[src/hw/rtl/hvr_div_pipe.sv]
`timescale 1ns / 1ps

// restoring divider, one quotient bit per stage; in_rem must be below in_div
module hvr_div_pipe #(
  parameter int DW = 32,
  parameter int QW = 24,
  parameter int SW = 1
) (
  input  logic          clk,
  input  logic          rst_n,
  input  logic          en,
  input  logic          in_valid,
  input  logic [DW-1:0] in_rem,
  input  logic [QW-1:0] in_low,
  input  logic [DW-1:0] in_div,
  input  logic [SW-1:0] in_side,
  output logic          out_valid,
  output logic [QW-1:0] out_quo,
  output logic [SW-1:0] out_side
);

  logic [QW-1:0] vld_r;
  logic [DW-1:0] rem_r  [QW];
  logic [QW-1:0] low_r  [QW];
  logic [QW-1:0] quo_r  [QW];
  logic [DW-1:0] div_r  [QW];
  logic [SW-1:0] side_r [QW];

  for (genvar i = 0; i < QW; i++) begin : g_stage
    logic          vld_in;
    logic [DW-1:0] rem_in;
    logic [QW-1:0] low_in;
    logic [QW-1:0] quo_in;
    logic [DW-1:0] div_in;
    logic [SW-1:0] side_in;
    logic [DW:0]   rem2;
    logic          ge;
    logic [DW-1:0] rem_nxt;

    if (i == 0) begin : g_first
      assign vld_in  = in_valid;
      assign rem_in  = in_rem;
      assign low_in  = in_low;
      assign quo_in  = '0;
      assign div_in  = in_div;
      assign side_in = in_side;
    end else begin : g_next
      assign vld_in  = vld_r[i-1];
      assign rem_in  = rem_r[i-1];
      assign low_in  = low_r[i-1];
      assign quo_in  = quo_r[i-1];
      assign div_in  = div_r[i-1];
      assign side_in = side_r[i-1];
    end

    always_comb begin
      rem2    = {rem_in, low_in[QW-1]};
      ge      = (rem2 >= {1'b0, div_in});
      rem_nxt = ge ? DW'(rem2 - {1'b0, div_in}) : DW'(rem2);
    end

    always_ff @(posedge clk) begin
      if (!rst_n) begin
        vld_r[i] <= 1'b0;
      end else if (en) begin
        vld_r[i] <= vld_in;
      end
    end

    always_ff @(posedge clk) begin
      if (en) begin
        rem_r[i]  <= rem_nxt;
        low_r[i]  <= {low_in[QW-2:0], 1'b0};
        quo_r[i]  <= {quo_in[QW-2:0], ge};
        div_r[i]  <= div_in;
        side_r[i] <= side_in;
      end
    end
  end

  assign out_valid = vld_r[QW-1];
  assign out_quo   = quo_r[QW-1];
  assign out_side  = side_r[QW-1];

endmodule

[config.mk]
export PLATFORM = sky130hd
export DESIGN_NAME = hvr_div_pipe
export DESIGN_NICKNAME = d
export VERILOG_FILES = /design/src/hw/rtl/hvr_div_pipe.sv
export SDC_FILE = /design/constraint.sdc
export NUM_CORES = 2
export LEC_CHECK = 0
export BUFFER_PORTS_ARGS = -buffer_cell sky130_fd_sc_hd__buf_2
export CAP_MARGIN = 0
export CORE_MARGIN = 2
export CORE_UTILIZATION = 50
export CTS_CLUSTER_SIZE = 8
export DETAILED_ROUTE_END_ITERATION = 8
export GPL_TIMING_DRIVEN = 0
export PLACE_DENSITY = 0.68
export SYNTH_ARGS = -nofsm -noshare
export SYNTH_HDL_FRONTEND = slang
export SYNTH_SLANG_ARGS = --single-unit
[constraint.sdc]
create_clock -name clk -period 3.39 [get_ports clk]
set_clock_uncertainty 0.2 [all_clocks]
set_input_delay 0.5085 -clock clk [delete_from_list [all_inputs] [get_ports clk]]
set_output_delay 0.5085 -clock clk [all_outputs]
set_load 0.02 [all_outputs]
# Yosys cells after proc, flatten, opt, wreduce, memory -nomap -nowiden
# Memories as Yosys holds them, arrays and structs flattened.
# Cells that the tools add are included.
# word_totals
output_inout_bits	26
n_memories	5
input_bits	93
regBits	24
mem_bits_rw	2688
romBits	0
latch_bits	0
# mem_list
memory	depth	word_bits	read_ports	rd_ports_with_merged_regs	wr	line	source
div_r	24	32	23	0	24	26	logic [DW-1:0] div_r [QW];
rem_r	24	32	23	0	24	23	logic [DW-1:0] rem_r [QW];
quo_r	24	24	24	0	24	25	logic [QW-1:0] quo_r [QW];
low_r	24	23	23	0	24	24	logic [QW-1:0] low_r [QW];
side_r	24	1	24	0	24	27	logic [SW-1:0] side_r [QW];
# op_classes
add_sub_neg	24
magnitude_cmp	24
div	0
mux	26
shifts	0
n_bitwise	0
n_reduce_logical	0
multipliers	0
n_eq_ne	0
# ops
op	n
$ge A33 B32 Y1	24
$mux W32	24
$sub A32 B32 Y32	24
$mux W1	2

# Longest topological paths before layout
# An unclocked memory read counts as a cell.
# depth
word_depth	3
depth_mapped	16

# Worst setup path after synthesis
# Ideal clock, no wire load.
# synth_path
path_kind	register to register
startpoint	memory div_r[21][1], in the netlist div_r[2][161]
endpoint	memory rem_r[22][24], in the netlist rem_r[2][216] (data pin)
t_arrival_ns	2.958
path_slack_ns	-0.028
path_stages_with_launch	15
setup_ns	0.260
t_required_ns	2.930
path_cell_list	edfxtp_1 -> inv_1 -> ha_1 -> nor2b_1 -> o21a_1 -> o21ai_1 -> a21oi_1 -> a31oi_1 -> a21oi_1 -> o31ai_2 -> or3_1 -> nor3_2 -> o21ai_2 -> buf_6 -> mux2_2
# synth_lines
item	line
start: declaration	26
end: declaration	23

==> metrics <==
result of the run=finished, violations left; failing checks=setup timing; die outline height=476 µm; Fin. Hold Viols=0; maximum fanout along the worst path=5; final design utilization=61.6%; final wirelength=288 mm; maximum number of pins on one net before global-route repair=188; Worst IR Drop VDD=0.561 mV; number of antenna violations at the first check in global routing=9; maximum capacitance violations=0; library cells used by synthesis=106; total global-route track usage=24.3%; worst reg-to-reg path cell count=11; category of the worst setup path capture point=flip-flop; detailed placer's ending HPWL=197 mm; instance count along the most critical hold path=4; number of non-filler instances in the completed layout=13.7k; mean cell area of the mapped netlist=11.6 µm²; drt pass-1 iters=5; synth warn=0; number of nets in the layout=11.5k; fraction of registers with async set/reset=0%; startpoint of the lowest-slack hold path=in_low[23]; worst stage delay on the critical path=0.69 ns; Most used DFF post-synth=edfxtp_1; crit path buf inv count=3; x dimension of the die=476 µm; Slew Limit Fails=0; worst-case hold path end point=rem_r[0][0]; XOR/XNOR Fraction of Synth Area=4.83%; chain of cells forming the critical path=ha_1 -> nand4_1 -> or4_1 -> nor4_1 -> a41oi_2 -> o31a_1 -> buf_6 -> clkbuf_16 -> clkbuf_16 -> nand2_1 -> o21ai_2; final critical delay including setup and external delays=3.84 ns; combinational family with the most area after synthesis=compound AO/OA/AOI/OAI gates; fraction of final layout cells sized beyond drive strength 1=19.6%; count of mapped cells out of synthesis=9,642; number of nets still failing antenna checks after routing=0; clk_lat worst skew=0.94 ns; end of the worst register-to-register path=rem_r[0][92]; multiplexer fraction of the synthesized cell area=2.37%; area enclosed by the die boundary=227,000 µm²; via density per instance=5.75; core footprint=222,000 µm²; wire length of the first global-routing pass=435 mm; static power due to leakage=55.4 nW; via count of the first global-routing pass=76.8k; clock buffers created by TritonCTS=314; crit-path leading delay family=simple AND/OR/NAND/NOR gates; global placer's final weighted congestion=0.958; Clock transition at path regs=0.05 ns; kind of start point of the critical path=flip-flop; crit-path most repeated cell=clkbuf_16; worst slew margin relative to its limit=32.1%; CTS root buf=clkbuf_16; Synth Area in Adders=9.02%; clock tree from TritonCTS=yes; starting utilization of the core area=50.3%; area overhead of the layout relative to synthesis=22.5%; row count=173; remaining design rule violation count=0; post-route setup slack=-0.454 ns; Tightest Hold Check Type=input port to flip-flop; Cell Count Post-Placement=12.7k; Finish-stage setup viols=665; via total after detailed routing=78.7k; global-route congestion overflow total=0; setup slack, reg-to-reg=-0.45 ns; num ports=119; synthesized net count=10.5k; Mapped Area=112,000 µm²; unrepaired setup endpoints after global routing=true; filler cell count=17.5k; reg2reg start=rem_r[0][46]; sink count of the clock tree=2,096; sequential cell area fraction in the yosys report=56.2%; critical path required time=3.85 ns; CP Class=flip-flop to flip-flop; Simple-Gate Fraction of Synth Area=8.83%; Longest Clk Path Bufs=4; fraction of the mapped netlist area in compound gates=14.5%; Power per Cell Area=1020 nW/µm²; WP data arrival=4.30 ns; number of levels the H-tree was split into=5; number of flip-flops and latches in the synthesized netlist=2,096; Starting DRT DRC Count=6,758; Period Utilization, post-route=113%; maximum frequency from static timing analysis=0.260 GHz; count of port buffers added during placement=118; slowest cell on the critical path=or4_1; slew at the pin closest to its max-slew limit=1.02 ns; number of synthesized flops with an enable pin=2,072; wire per inst=21.0 µm
## cells in the mapped netlist, drive strengths merged (24+ instances only)
cell type / number / area share [%]
edfxtp: 2072 / 56
inv: 962 / 3.2
a21oi: 852 / 3.8
ha: 768 / 8.6
nand2: 717 / 2.4
o21ai: 643 / 2.9
nor2: 567 / 1.9
a21o: 394 / 2.7
xnor2: 344 / 2.7
xor2: 271 / 2.1
mux2: 197 / 2.0
clkbuf: 167 / 0.56
nand3: 143 / 0.64
nand4: 139 / 0.78
nor2b: 135 / 0.76
o21bai: 98 / 0.67
nor3: 95 / 0.43
nand2b: 90 / 0.50
buf: 81 / 0.43
a31oi: 80 / 0.47
o21a: 79 / 0.53
a211oi: 66 / 0.46
and3: 59 / 0.33
o31ai: 53 / 0.41
or3: 41 / 0.23
mux2i: 39 / 0.35
nor4: 33 / 0.20
and2: 31 / 0.17
o211ai: 31 / 0.22
a21boi: 29 / 0.20
o31a: 25 / 0.20
dfxtp: 24 / 0.43
## how the worst max path moves through the flow
stage,startpoint,end,cells after the start
2_1_floorplan,rem_r[2][113],rem_r[2][152],12
3_3_place_gp,en,quo_r[2][154],1
3_5_place_dp,en,quo_r[2][180],7
4_1_cts,div_r[0][35],rem_r[0][94],14
5_1_grt,div_r[2][66],rem_r[2][106],16
6_report,rem_r[0][46],rem_r[0][92],11
## state kept, by name (all words and copies together) (netlist names)
name / cells
out_valid: 1
low_r: 276
div_r: 736
g_stage.vld_in: 23
rem_r: 736
side_r: 24
quo_r: 300
## logic make-up (layout without fill, tap and decap cells)
family,Yosys count,in the layout
xor+xnor,615,615
fa+ha+maj,791,791
buf+inv,1210,2269
mux,236,236
compound gates,2579,2579
other cells,0,1
flops,2096,2096
simple gates,2115,2115
## routing by layer
layer	vias up	global-route usage, %	part of all wire (%)
li1	37305	-	-
met1	38532	34.8	45
met2	2358	38.1	45
met3	508	4.06	6.6
met4	4	6.84	2.7
met5	-	0	0.0094
## worst reg2reg max path: stages, from the launching register on
cell       delay, ns
edfxtp_1        0.45
ha_1            0.42
nand4_1         0.26
or4_1           0.70
nor4_1          0.38
a41oi_2         0.31
o31a_1          0.27
buf_6           0.16
clkbuf_16       0.16
clkbuf_16       0.18
nand2_1         0.09
o21ai_2         0.05
## layout by cell type, fill, tap and decap left out, types with 41 or more instances in the layout
cell | synthesis | routed
nor2b_1 | 135 | 114
a21o_1 | 394 | 394
xor2_1 | 271 | 271
nor2_2 | 0 | 41
mux2_2 | 187 | 122
nor3_1 | 93 | 85
a211oi_1 | 63 | 50
a21oi_2 | 3 | 125
mux2_4 | 9 | 75
ha_1 | 768 | 669
inv_1 | 959 | 929
and3_1 | 59 | 57
o21ai_0 | 602 | 448
buf_6 | 5 | 57
o21bai_1 | 96 | 86
nor2_4 | 0 | 60
o21ai_2 | 5 | 102
dlygate4sd3_1 | 0 | 95
nand2b_1 | 90 | 89
buf_4 | 20 | 373
buf_2 | 53 | 119
clkbuf_1 | 167 | 123
nor2_1 | 567 | 466
nand4_1 | 139 | 139
a31oi_1 | 77 | 54
nand3_1 | 143 | 133
xnor2_1 | 344 | 343
edfxtp_1 | 2072 | 2072
o21ai_1 | 35 | 80
o21a_1 | 79 | 78
ha_4 | 0 | 69
clkbuf_16 | 0 | 348
nand2_1 | 717 | 682
a21oi_1 | 848 | 704
buf_12 | 0 | 62
## repair_timing
action | 4_1_cts | 5_1_grt
buffers inserted | 349 | 95
endpoints found under the setup margin | 1212 | 840
pin swaps | 301 | 149
hold buffers | 91 | 7
cloned | 43 | 17
hold endpoints to repair | 230 | 33
gates resized for setup | 1227 | 402
## cell type report
type	instances	area (µm²)	area share [%]
Antenna cell	1	2.50	0.00183
Clock buffer	349	8050	5.89
Tap cell	2975	3720	2.72
Buffer	216	2130	1.56
Inverter	962	3640	2.66
Timing Repair Buffer	727	7270	5.32
Clock inverter	15	175	0.128
Sequential cell	2096	62700	45.9
Multi-Input combinational cell	6336	49000	35.9
## through the flow
step,area (µm²),power [mW],setup TNS (ns),setup slack [ns],hold WS (ns)
floorplan,112000,80.0,0,0.00317,0.200
global placement,116000,95.7,-,-30.02,0.200
detailed placement,116000,95.1,-1661.93,-2.24,0.205
CTS,134000,136,-78.64,-0.362,-0.440
global route,137000,148,-199.74,-0.561,0.00518
finish,137000,140,-108.91,-0.454,0.00973
## report_power, final
| group | switching (mW) | total [mW] | internal, mW |
|---|---|---|---|
| Combinational | 38.1 | 71.0 | 32.8 |
| Clock | 10.5 | 27.1 | 16.6 |
| Sequential | 4.25 | 42.1 | 37.8 |
| Total | 52.9 | 140 | 87.2 |
Power figures use the tool's default switching activity.
